[src/rtl/sstf_pkg.sv]
// Shared types and constants for the shortest-seek-first scheduler.
// Used by sstf_cell and sstf_seek_scheduler; depends on nothing.
`default_nettype none
package sstf_pkg;

	localparam int CYL_W = 16;
	localparam int IDX_W = 6;
	localparam int CNT_W = 7;
	localparam int TOT_W = 22;

	localparam int DEF_MAX_REQUESTS  = 64;
	localparam int DEF_CYLINDER_BITS = 16;

	typedef struct packed {
		logic             found;
		logic [CYL_W-1:0] gap;
		logic [IDX_W-1:0] idx;
		logic [CYL_W-1:0] cyl;
	} cand_t;

	typedef struct packed {
		logic             wr_en;
		logic [IDX_W-1:0] wr_idx;
		logic [CYL_W-1:0] wr_cyl;
		logic             clear;
		logic             mark_en;
		logic [IDX_W-1:0] mark_idx;
		logic [CYL_W-1:0] head;
	} cell_ctrl_t;

	typedef enum logic {
		ST_LOAD,
		ST_SEARCH
	} state_t;

endpackage
`default_nettype wire

[src/rtl/sstf_cell.sv]
// One request slot of the scheduler chain: holds a cylinder and its flags,
// and passes the best candidate so far to its neighbor. Uses sstf_pkg.
`default_nettype none
module sstf_cell
	import sstf_pkg::*;
#(
	parameter int unsigned IDX = 0
) (
	input  wire logic       clk,
	input  wire logic       arst_n,
	input  wire cell_ctrl_t ctrl,
	input  wire cand_t      cand_i,
	output cand_t           cand_o
);

	logic [CYL_W-1:0] cyl_q;
	logic             valid_q;
	logic             served_q;
	cand_t            cand_q;

	logic [CYL_W-1:0] gap;
	logic             take;

	always_comb begin
		gap  = (cyl_q >= ctrl.head) ? (cyl_q - ctrl.head) : (ctrl.head - cyl_q);
		take = valid_q && !served_q && (!cand_i.found || (gap <= cand_i.gap));
	end

	always_ff @(posedge clk or negedge arst_n) begin
		if (!arst_n) begin
			valid_q  <= 1'b0;
			served_q <= 1'b0;
		end else if (ctrl.clear) begin
			valid_q  <= 1'b0;
			served_q <= 1'b0;
		end else begin
			if (ctrl.wr_en && (ctrl.wr_idx == IDX_W'(IDX))) begin
				valid_q <= 1'b1;
			end
			if (ctrl.mark_en && (ctrl.mark_idx == IDX_W'(IDX))) begin
				served_q <= 1'b1;
			end
		end
	end

	always_ff @(posedge clk) begin
		if (ctrl.wr_en && (ctrl.wr_idx == IDX_W'(IDX))) begin
			cyl_q <= ctrl.wr_cyl;
		end
		if (take) begin
			cand_q.found <= 1'b1;
			cand_q.gap   <= gap;
			cand_q.idx   <= IDX_W'(IDX);
			cand_q.cyl   <= cyl_q;
		end else begin
			cand_q <= cand_i;
		end
	end

	assign cand_o = cand_q;

endmodule
`default_nettype wire

[config.mk]
export PLATFORM = sky130hd
export DESIGN_NAME = sstf_cell
export DESIGN_NICKNAME = d
export VERILOG_FILES = /design/src/rtl/sstf_pkg.sv /design/src/rtl/sstf_cell.sv
export SDC_FILE = /design/constraint.sdc
export NUM_CORES = 1
export LEC_CHECK = 0
export BUFFER_PORTS_ARGS = -buffer_cell sky130_fd_sc_hd__buf_4
export CORE_UTILIZATION = 52
export DETAILED_ROUTE_END_ITERATION = 16
export PLACE_DENSITY = 0.83
export SYNTH_ARGS = -nofsm -noshare
export SYNTH_HDL_FRONTEND = slang
export SYNTH_SLANG_ARGS = --single-unit
[constraint.sdc]
create_clock -name clk -period 6.5 [get_ports clk]
set_input_delay 0.325 -clock clk [delete_from_list [all_inputs] [get_ports clk]]
set_output_delay 0.325 -clock clk [all_outputs]
set_load 0.005 [all_outputs]
Word-level counts from Yosys, hierarchy flattened. Index checks and enable logic that the tools add are counted.

Add/sub/neg operators: 2. Magnitude comparators: 2. Mux-type cells: 6. Reduce and logical (&&, ||, !) cells: 11.

Operator list (number): $mux 38 (1); $sub 16x16->16 (2); $ge 16x16->1 (1); $le 16x16->1 (1); $mux 16 (1); $logic_not 6->1 (2); $logic_and 1x1->1 (4); $mux 1 (4); $reduce_bool 2->1 (2); $logic_not 1->1 (2); $logic_or 1x1->1 (1).

Register bits after elaboration: 57. Bits of input ports: 88. Output and inout port bits: 39. Logic and storage cells: 28.

Logic depth before layout (Yosys ltp). Gate-level depths: netlist of run 1.

Depth after elaboration: 6. Depth in mapped cells: 21. Mapped depth without buffers: 19.

Worst setup path after synthesis of run 1. OpenSTA, ideal clock, no wires.

Kind: register to register. Start point: register cyl_q[0]. End point: register cand_q, in the netlist cand_o[34]. Library setup time: 121 ps. Arrival time: 4449 ps. Required time: 6379 ps. Path slack: 1930 ps. Cell stages (with the launch flop): 19. Buffers on the path: 2. Clock period less this slack: 4570 ps. Cells stage by stage: edfxtp_1 inv_1 ha_1 inv_1 fa_1 a21o_4 a2111oi_4 o21ai_2 a21o_1 buf_6 mux2_4 a31oi_1 xnor2_1 ha_1 nand4_1 a2111o_1 a31oi_1 clkbuf_1 mux2_2.

Word-level cells in the longest chain between the ends: 6. Elaborated cells on any way between the ends: 8. Classes of those cells: add/sub (2); order compare (2); mux (2); reduce/logical (2).

RTL lines: start, declared (line sstf_cell.sv:16) `logic [CYL_W-1:0] cyl_q;`; start signal, assigned (line sstf_cell.sv:48) `cyl_q <= ctrl.wr_cyl;`; $sub 16x16->16 or $ge 16x16->1 (tied branches) (line sstf_cell.sv:25) `gap = (cyl_q >= ctrl.head) ? (cyl_q - ctrl.head) : (ctrl.head - cyl_q);`; $mux 16 * (line sstf_cell.sv:25); $le 16x16->1 (line sstf_cell.sv:26) `take = valid_q && !served_q && (!cand_i.found || (gap <= cand_i.gap));`; $logic_or 1x1->1 (line sstf_cell.sv:26); $logic_and 1x1->1 (line sstf_cell.sv:26); $mux 38 * (line sstf_cell.sv:50) `if (take) begin`; end signal, assigned (line sstf_cell.sv:56) `cand_q <= cand_i;`; end, declared (line sstf_cell.sv:19) `cand_t cand_q;`.

Every way passes the cells marked *; elsewhere a longest branch is shown, timed or not. A chain may end at the register's enable or synchronous reset.

Worst setup path in the final report of run 1.
Start point: register cyl_q[0]. End point: register cand_q, in the netlist cand_o[37].

Same word-level chain as after synthesis.

==> results of run 1 <==
[worst max-delay path: stages (launching register included)]
cell	delay, ns
edfxtp_1	0.39
inv_1	0.09
ha_1	0.18
inv_1	0.07
fa_1	0.40
a21o_4	0.24
a2111oi_4	0.36
o21ai_2	0.14
a21o_1	0.32
mux2_4	0.37
a31oi_1	0.18
xnor2_1	0.10
ha_1	0.32
nand4_1	0.17
or4_1	0.55
a21oi_1	0.33
a31oi_4	0.22
buf_12	0.30
a2111o_1	0.39
nand4_1	0.09
[area by class of cell]
class,instances,area share [%]
flip-flops and latches,57,25.6
repair buffers,129,19.2
well taps,99,2.41
multi-input cells,305,45.6
clock buffers,13,3.10
inverters,53,3.88
clock inverters,3,0.293
[cells in the mapped netlist (4+ instances only)]
cell type	instances
nor2b_1	4
nor2_1	14
nand4_1	7
a211o_1	4
mux2i_1	12
a2111o_1	4
nand2b_1	5
xnor2_1	9
nor3_1	9
and2_1	9
inv_1	53
nand3_1	9
edfxtp_1	16
xor2_1	5
dfxtp_1	39
a21oi_1	32
a21o_1	12
ha_1	47
a31oi_1	6
mux2_1	7
nand2_1	35
buf_2	8
clkbuf_1	10
o21ai_0	30
mux2_2	6
[per-stage QoR]
stage               instance area (sq um)  cells
global placement                     4950    642
floorplan                            3940    436
global route                         5130    659
detailed placement                   4950    642
CTS                                  5130    659
finish                               5130    659
[worst min-delay path by stage]
stage | from | end | slack [ns] | depth (start not counted)
floorplan | arst_n | served_q | 0.03 | 0
global placement | arst_n | served_q | 0.11 | 1
detailed placement | arst_n | valid_q | 0.11 | 1
CTS | ctrl[23] | valid_q | 0.14 | 2
global route | ctrl[23] | served_q | 0.14 | 2
finish | ctrl[23] | served_q | 0.15 | 2
[registers in the layout, summed over array words and instances, names as in the netlist]
| name | cells |
|---|---|
| cand_o | 39 |
| valid_q | 1 |
| served_q | 1 |
| cyl_q | 16 |
[placed cells by master (no fill, tap or decap), types with 6 or more instances in the layout]
master and n:
nor2_1 14, edfxtp_1 16, a21o_1 12, dfxtp_1 39, mux2i_1 12, xnor2_1 9, a21oi_1 32, clkbuf_8 11
and2_1 9, buf_4 127, nand3_1 9, nand2_1 35, ha_1 47, inv_1 53, mux2_2 6, nand4_1 7
o21ai_0 30, mux2_1 7, nor3_1 9
[per-layer routing]
| layer | track usage [%] | routed length, um | vias to the layer above | part of all wire, % |
|---|---|---|---|---|
| met3 | 3.60 | 558 | 14 | 5.9 |
| met1 | 32.1 | 4260 | 1594 | 45 |
| li1 | - | - | 1762 | - |
| met4 | 8.37 | 125 | 0 | 1.3 |
| met5 | 0 | 0 | - | 0 |
| met2 | 43.0 | 4460 | 150 | 47 |
[timing repair]
item                                    4_1_cts  5_1_grt
endpoints found under the hold margin         2        0
hold buffers                                  1        0
endpoints found under the setup margin        0        0
[kinds of logic (layout without fill, tap and decap cells)]
kind of cell             count (synthesis)  in the layout  synth area share (%)
AO/OA/AOI/OAI                          112            112                  19.4
AND/OR/NAND/NOR                        104            104                  13.3
buffers and inverters                   74            198                  7.79
flip-flops                              57             57                  33.3
adder cells (fa/ha/maj)                 49             49                  16.0
multiplexers                            26             26                  7.15
XOR/XNOR                                14             14                  3.12
[report_power, final]
| group | total, mW | switching [mW] | internal (mW) | leakage (nW) |
|---|---|---|---|---|
| sequential | 0.384 | 0.00402 | 0.380 | 0.501 |
| combinational | 0.226 | 0.111 | 0.116 | 1.97 |
| clock | 0.296 | 0.139 | 0.158 | 0.0932 |
==> results.toml, run 1 <==
[synth]
ys.flop_type = "dfxtp_1"
synth_edf_count = 16
synth-async-reset-ratio_pct = 3.51
yosys.area.top_type = "dfxtp_1"
synth_area_leaders = "dfxtp_1 20%, ha_1 15%, edfxtp_1 12%, inv_1 5.1%, a21oi_1 4.1%"
syn_area_sq_um = 3940
synthDistinctLibCells = 54
ys.warnings.count = 0
synth_seq_cells = 57
synth.avg_cell_area_sq_um = 9.03
synthCells = 436
yosysTopAreaCellShare_pct = 19.8
synth_nets = 573
ys_seq_area_share_pct = 33.3

[cts]
path_clk_slew_ns = 0.07
cts_resized = 0
cts_tree = "built"
h-tree-depth = 3
numCtsBuffers = 9
clock_sinks = 57
cts-root-buf = "clkbuf_8"
worstSkewPairLatency_ns = 0.33
clockBufferDepth = 2
postCtsSetupBuffers = 0

[critical_path]
worstPathMaxFanout = 33
startpoint = "cyl_q[0]"
setup.worst_path.class = "reg -> reg"
cp-start-kind = "flop"
crit_end = "cand_o[37]"
endpoint_kind = "flop"
worstPathRequired_ns = 6.77
rr_startpoint = "cyl_q[0]"
rrSetupSlack_ns = 1.23
critPathArrivalTime_ns = 5.54
r2r_cells = 19
timing.rr.end = "cand_o[37]"

[timing]
final.setup.tns_ns = 0
relSlewSlack_pct = 42.6
worst_slack_ns = 1.23
finalMaxSlewViolations = 0
worst_pin_slew_ns = 0.861
fin_crit_ns = 5.27
clock_skew_ns = 0.0103
hold_ws_ns = 0.151
setup_violations = 0
finalCritPeriodShare_pct = 81.0
rsz0062_at_grt = "false"
hold_viol = 0
fmax_mhz = 190

[grt]
grt_max_degree = 34
overflow = 0
antenna_found_initial = 0
grt_pass1_vias = 3361
grt_usage_pct = 24.9
grt_pass1_wl_um = 15300

[route]
totalWireLength_um = 9410
viasPerCell = 5.34
ant_nets = 0
vias = 3520
drcViolationCount = 0
wire_per_inst_um = 14.3
firstDrtPassIters = 4
drt_iter0_drc = 207

[floorplanning]
die_h_um = 89.0
dieWidth_um = 89.0
coreArea_sq_um = 7290
die_area_sq_um = 7920
io_pins = 127
std_cell_rows = 31
start_util_pct = 54.0

[final_layout]
area_growth_syn_to_layout_pct = 30.4
seqCellArea_sq_um = 1310
finalNetCount = 692
multi_input_area_sq_um = 2340
drive_above_1_share_pct = 28.6
utilization_pct = 70.4
nFillCells = 589
insertedDiodeCount = 0

[hold_path]
min_path_type = "in -> reg"

[placed_design]
port_buffers = 126
gp_congestion = 0.865
pre_cts_slack_ns = 1.29
dpl.hpwl_um = 7460

[power]
vdd_drop_max_uv = 107
power_mw = 0.906
p_leak_nw = 2.57
p_per_area_nw_per_um2 = 177

[status]
status = "complete, no violations"

[flow_run]
cap_violations = 0
Power figures use the tool's default switching activity.
==> inputs of run 2 (changes only) <==
- ABC_AREA: unset -> 1
- CORE_UTILIZATION: 52 -> 53
- PLACE_DENSITY: 0.83 -> 0.82
- clock period: 6.5 -> 5.4 ns (I/O delays scaled with it)
==> results.toml, run 2 <==
[synth]
syn_area_sq_um = 4410
yosys.area.top_type = "nand2_1"
synth_edf_count = 16
ys.warnings.count = 0
synth_common_cells = "254 x nand2_1, 132 x inv_1, 47 x ha_1"
ys_seq_area_share_pct = 29.7
yosysTopAreaCellShare_pct = 21.6
synth_most_common_cell = "nand2_1"
synth_seq_cells = 57
ys.flop_type = "dfxtp_1"
synth.avg_cell_area_sq_um = 6.56
synth-async-reset-ratio_pct = 3.51
synth_nets = 810
synthCells = 673
synth_area_leaders = "nand2_1 22%, dfxtp_1 18%, ha_1 13%, inv_1 11%, edfxtp_1 11%"
synthDistinctLibCells = 35

[critical_path]
worstPathMaxFanout = 26
setup.worst_path.class = "reg -> reg"
critPathArrivalTime_ns = 4.41
path_buf_inv = 4
critical-path-max-stage-delay_ns = 0.46
cpMaxStageDelayCell = "inv_1"
endpoint_kind = "flop"
path_delay_family = "simple AND/OR/NAND/NOR gates"
startpoint = "cyl_q[0]"
worstPathRequired_ns = 5.68
cp_cell_sequence = "inv_1 -> ha_1 -> inv_1 -> fa_1 -> nand3_1 -> nand3_2 -> nand2_1 -> nand3_2 -> nand2_1 -> nand2_4 -> nand2_1 -> o21ai_2 -> ha_1 -> nand2_1 -> nor2_1 -> nand4_1 -> nor2_1 -> nor2_1 -> nand2_1 -> nand2_1 -> buf_4 -> inv_1 -> nand2_1 -> nand2_1"
rr_startpoint = "cyl_q[0]"
cp-start-kind = "flop"
crit_top_cell = "nand2_1"

[final_layout]
drive_above_1_share_pct = 20.8
mostFrequentLayoutCells = "254 x nand2_1, 132 x inv_1, 129 x buf_4"
area_growth_syn_to_layout_pct = 28.2
largest_reg_flops = 39
insertedDiodeCount = 0
final_common_cell = "nand2_1"
final_cells = 905
finalNetCount = 935

[timing]
fin_crit_ns = 4.13
worst_pin_slew_ns = 0.573
final.setup.tns_ns = 0
relSlewSlack_pct = 61.8
rsz0062_at_grt = "false"
fmax_mhz = 242
finalCritPeriodShare_pct = 76.4
hold_viol = 0
finalMaxSlewViolations = 0
clock_skew_ns = 0.00947
setup_violations = 0
worst_slack_ns = 1.27

[floorplanning]
die_h_um = 93.3
std_cell_rows = 32
io_pins = 127
dieWidth_um = 93.3
coreArea_sq_um = 7890
die_area_sq_um = 8700
start_util_pct = 55.9

[flow_run]
cap_violations = 0

[power]
p_per_area_nw_per_um2 = 212
p_leak_nw = 3.29
vdd_drop_max_uv = 125

[route]
wire_per_inst_um = 12.6
viasPerCell = 4.97
drcViolationCount = 0
vias = 4501
ant_nets = 0
totalWireLength_um = 11400
firstDrtPassIters = 5
drt_iter0_drc = 160

[placed_design]
port_buffers = 126
dpl.hpwl_um = 9500
pre_cts_slack_ns = 1.34
place_inst = 888
gp_congestion = 0.876

[cts]
cts-root-buf = "clkbuf_8"
numCtsBuffers = 9
cts_tree = "built"
clockBufferDepth = 2
clock_sinks = 57
cts_resized = 0
h-tree-depth = 3
worstSkewPairLatency_ns = 0.34
path_clk_slew_ns = 0.07

[grt]
grt_pass1_wl_um = 18100
antenna_found_initial = 0
grt_usage_pct = 27.0
grt_pass1_vias = 4251
overflow = 0
grt_max_degree = 27

[hold_path]
hp-start = "ctrl[23]"
min_path_type = "in -> reg"

[status]
status = "complete, no violations"
run 2: changes by cell type after synthesis, moves of 9 or more:
cell     previous run  this run
a21o_1             12         0
a21oi_1            32        23
inv_1              53       132
mux2i_1            12         0
nand2_1            35       254
nand3_1             9        38
nor2_1             14        29
o21ai_0            30        19
run 2: logic make-up after synthesis:
logic type	after synthesis	synth area share, %
AND/OR/NAND/NOR	348	32.9
buffers and inverters	151	13.5
flip-flops	57	29.7
AO/OA/AOI/OAI	55	7.09
adder cells (fa/ha/maj)	49	14.2
XOR/XNOR	13	2.58
run 2: layer usage:
metal / wire (um) / GRT usage (%)
met1: 4870 / 30.8
met5: 0 / 0
met3: 668 / 4.55
met4: 390 / 12.7
met2: 5500 / 48.6
run 2: worst paths after layout:
check / end / slack (ns) / cells after the start
max reg2reg: cand_o[30] / 1.27 / 24
min reg2reg: cand_o[15] / 0.48 / 2
max: cand_o[30] / 1.27 / 24
min: served_q / 0.08 / 2
min in group asynchronous: served_q / 0.23 / 2
max in group asynchronous: valid_q / 5.08 / 2
run 2: worst register-to-register path, delay by kind of cell, from the launching register on:
family          cells  cell delay (ns)
compound gates      1             0.09
fa+ha+maj           3             0.91
simple gates       16             1.79
flops               1             0.41
buf+inv             4             0.87
run 2: report_power, final:
group / internal, mW / switching (mW)
Sequential: 0.457 / 0.00473
Clock: 0.265 / 0.182
Combinational: 0.136 / 0.157
Total: 0.858 / 0.344
run 2: metrics by stage:
step	power (mW)	util (%)	hold slack, ns	cell area, sq um
after global placement	0.753	68.8	0.0518	5430
final	1.20	71.7	0.0792	5660
after detailed placement	0.762	68.8	0.0549	5430
after global routing	1.26	71.7	0.0816	5660
after CTS	1.21	71.7	0.0752	5660
after floorplan	0.643	-	-0.0256	4410
run 2: timing repair:
action / 4_1_cts / 5_1_grt
hold buffers: 1 / 0
hold endpoints to repair: 2 / 0
setup buffers: 0 / 0
run 2: cell type report:
cell class,count,area (sq um)
clock inverters,4,46.3
well taps,102,128
fillers,683,2230
multi-input cells,465,2510
inverters,135,507
flip-flops and latches,57,1310
clock buffers,12,176
repair buffers,130,978
==> inputs of run 3 (changes only) <==
- clock period: 5.4 -> 4.3 ns (I/O delays scaled with it)
==> results.toml, run 3 (synthesis results as in run 2) <==
[floorplanning]
coreArea_sq_um = 7890
io_pins = 127
die_area_sq_um = 8700
dieWidth_um = 93.3
die_h_um = 93.3
std_cell_rows = 32
start_util_pct = 55.9

[cts]
cts-root-buf = "clkbuf_8"
hold_buffers = 1
cts_resized = 0
clock_sinks = 57
h-tree-depth = 3
path_clk_slew_ns = 0.07
worstSkewPairLatency_ns = 0.34
numCtsBuffers = 9
cts_tree = "built"
clockBufferDepth = 2
postCtsSetupBuffers = 0

[grt]
overflow = 0
grt_pass1_vias = 4396
grt_max_degree = 27
grt_usage_pct = 27.6
antenna_found_initial = 0
grt_pass1_wl_um = 18700

[hold_path]
min_path_type = "in -> reg"

[critical_path]
worstPathMaxFanout = 22
cpMaxStageDelayCell = "inv_1"
path_delay_family = "simple AND/OR/NAND/NOR gates"
setup.worst_path.class = "reg -> reg"
cp_cell_sequence = "inv_1 -> ha_1 -> inv_1 -> fa_1 -> nand3_1 -> nand3_2 -> nand2_1 -> nand3_2 -> nand2_1 -> nand2_4 -> nand2_1 -> o21ai_2 -> ha_1 -> nand2_1 -> nor2_1 -> nand4_1 -> nor2_1 -> nor2_1 -> nand2_1 -> nand2_1 -> inv_1 -> nand2_1 -> nand2_1"
endpoint_kind = "flop"
path_buf_inv = 3
critPathArrivalTime_ns = 4.17
critical-path-max-stage-delay_ns = 0.45
cp-start-kind = "flop"
crit_top_cell = "nand2_1"
worstPathRequired_ns = 4.58

[route]
drcViolationCount = 0
vias = 4483
ant_nets = 0
firstDrtPassIters = 5
totalWireLength_um = 11400
wire_per_inst_um = 12.6
viasPerCell = 4.95
drt_iter0_drc = 146

[timing]
rsz0062_at_grt = "false"
fmax_mhz = 257
clock_skew_ns = 0.00707
finalMaxSlewViolations = 0
relSlewSlack_pct = 58.0
worst_pin_slew_ns = 0.625
fin_crit_ns = 3.89
finalCritPeriodShare_pct = 90.5
hold_viol = 0
setup_violations = 0
final.setup.tns_ns = 0

[final_layout]
nFillCells = 667
utilization_pct = 71.7
mostFrequentLayoutCells = "254 x nand2_1, 132 x inv_1, 129 x buf_4"
insertedDiodeCount = 0
finalNetCount = 935
area_growth_syn_to_layout_pct = 28.2
finalInstanceArea_sq_um = 5660
largest_reg_flops = 39
drive_above_1_share_pct = 20.8
final_common_cell = "nand2_1"

[status]
status = "complete, no violations"

[power]
p_per_area_nw_per_um2 = 267
vdd_drop_max_uv = 142
p_leak_nw = 3.29

[placed_design]
gp_congestion = 0.908
dpl-instance-area_sq_um = 5430
dpl.hpwl_um = 9450
port_buffers = 126

[flow_run]
cap_violations = 0
-- run 3: cell counts in the layout (fill, tap and decap cells not counted) --
Identical to the previous run, type by type.
-- run 3: final cells by class --
class	instances	area (sq um)	area share (%)
clock buffers	12	176	3.12
inverters	135	507	8.95
flip-flops and latches	57	1310	23.2
well taps	102	128	2.26
multi-input cells	465	2510	44.4
clock inverters	4	46.3	0.818
repair buffers	130	978	17.3
-- run 3: routing by layer --
metal  part of all wire [%]  track usage [%]
met3                    5.2             4.15
met2                     49             49.9
met5                      0                0
met4                    2.1             11.9
met1                     44             32.1
-- run 3: path summary, 6_finish.rpt --
path / from / end / slack, ns / cells after the start
min reg2reg: cyl_q[15] / cand_o[15] / 0.51 / 2
max in group asynchronous: arst_n / served_q / 4.04 / 2
max: cyl_q[0] / cand_o[34] / 0.41 / 23
min in group asynchronous: arst_n / valid_q / 0.18 / 2
min: ctrl[23] / valid_q / 0.02 / 2
max reg2reg: cyl_q[0] / cand_o[34] / 0.41 / 23
-- run 3: metrics by stage --
| stage | hold WS, ns | setup slack, ns | total power, mW | std cells |
|---|---|---|---|---|
| after floorplan | -0.0806 | 1.09 | 0.808 | 673 |
| after global placement | -0.00332 | 0.720 | 0.944 | 888 |
| after detailed placement | -0.00120 | 0.474 | 0.958 | 888 |
| after CTS | 0.0143 | 0.443 | 1.52 | 905 |
| after global routing | 0.0137 | 0.0404 | 1.59 | 905 |
| final | 0.0213 | 0.411 | 1.51 | 905 |
-- run 3: where the power goes --
| group | leakage, nW | internal, mW | total, mW | switching, mW |
|---|---|---|---|---|
| Sequential | 0.501 | 0.573 | 0.580 | 0.00631 |
| Clock | 0.118 | 0.333 | 0.563 | 0.230 |
| Combinational | 2.67 | 0.172 | 0.370 | 0.198 |
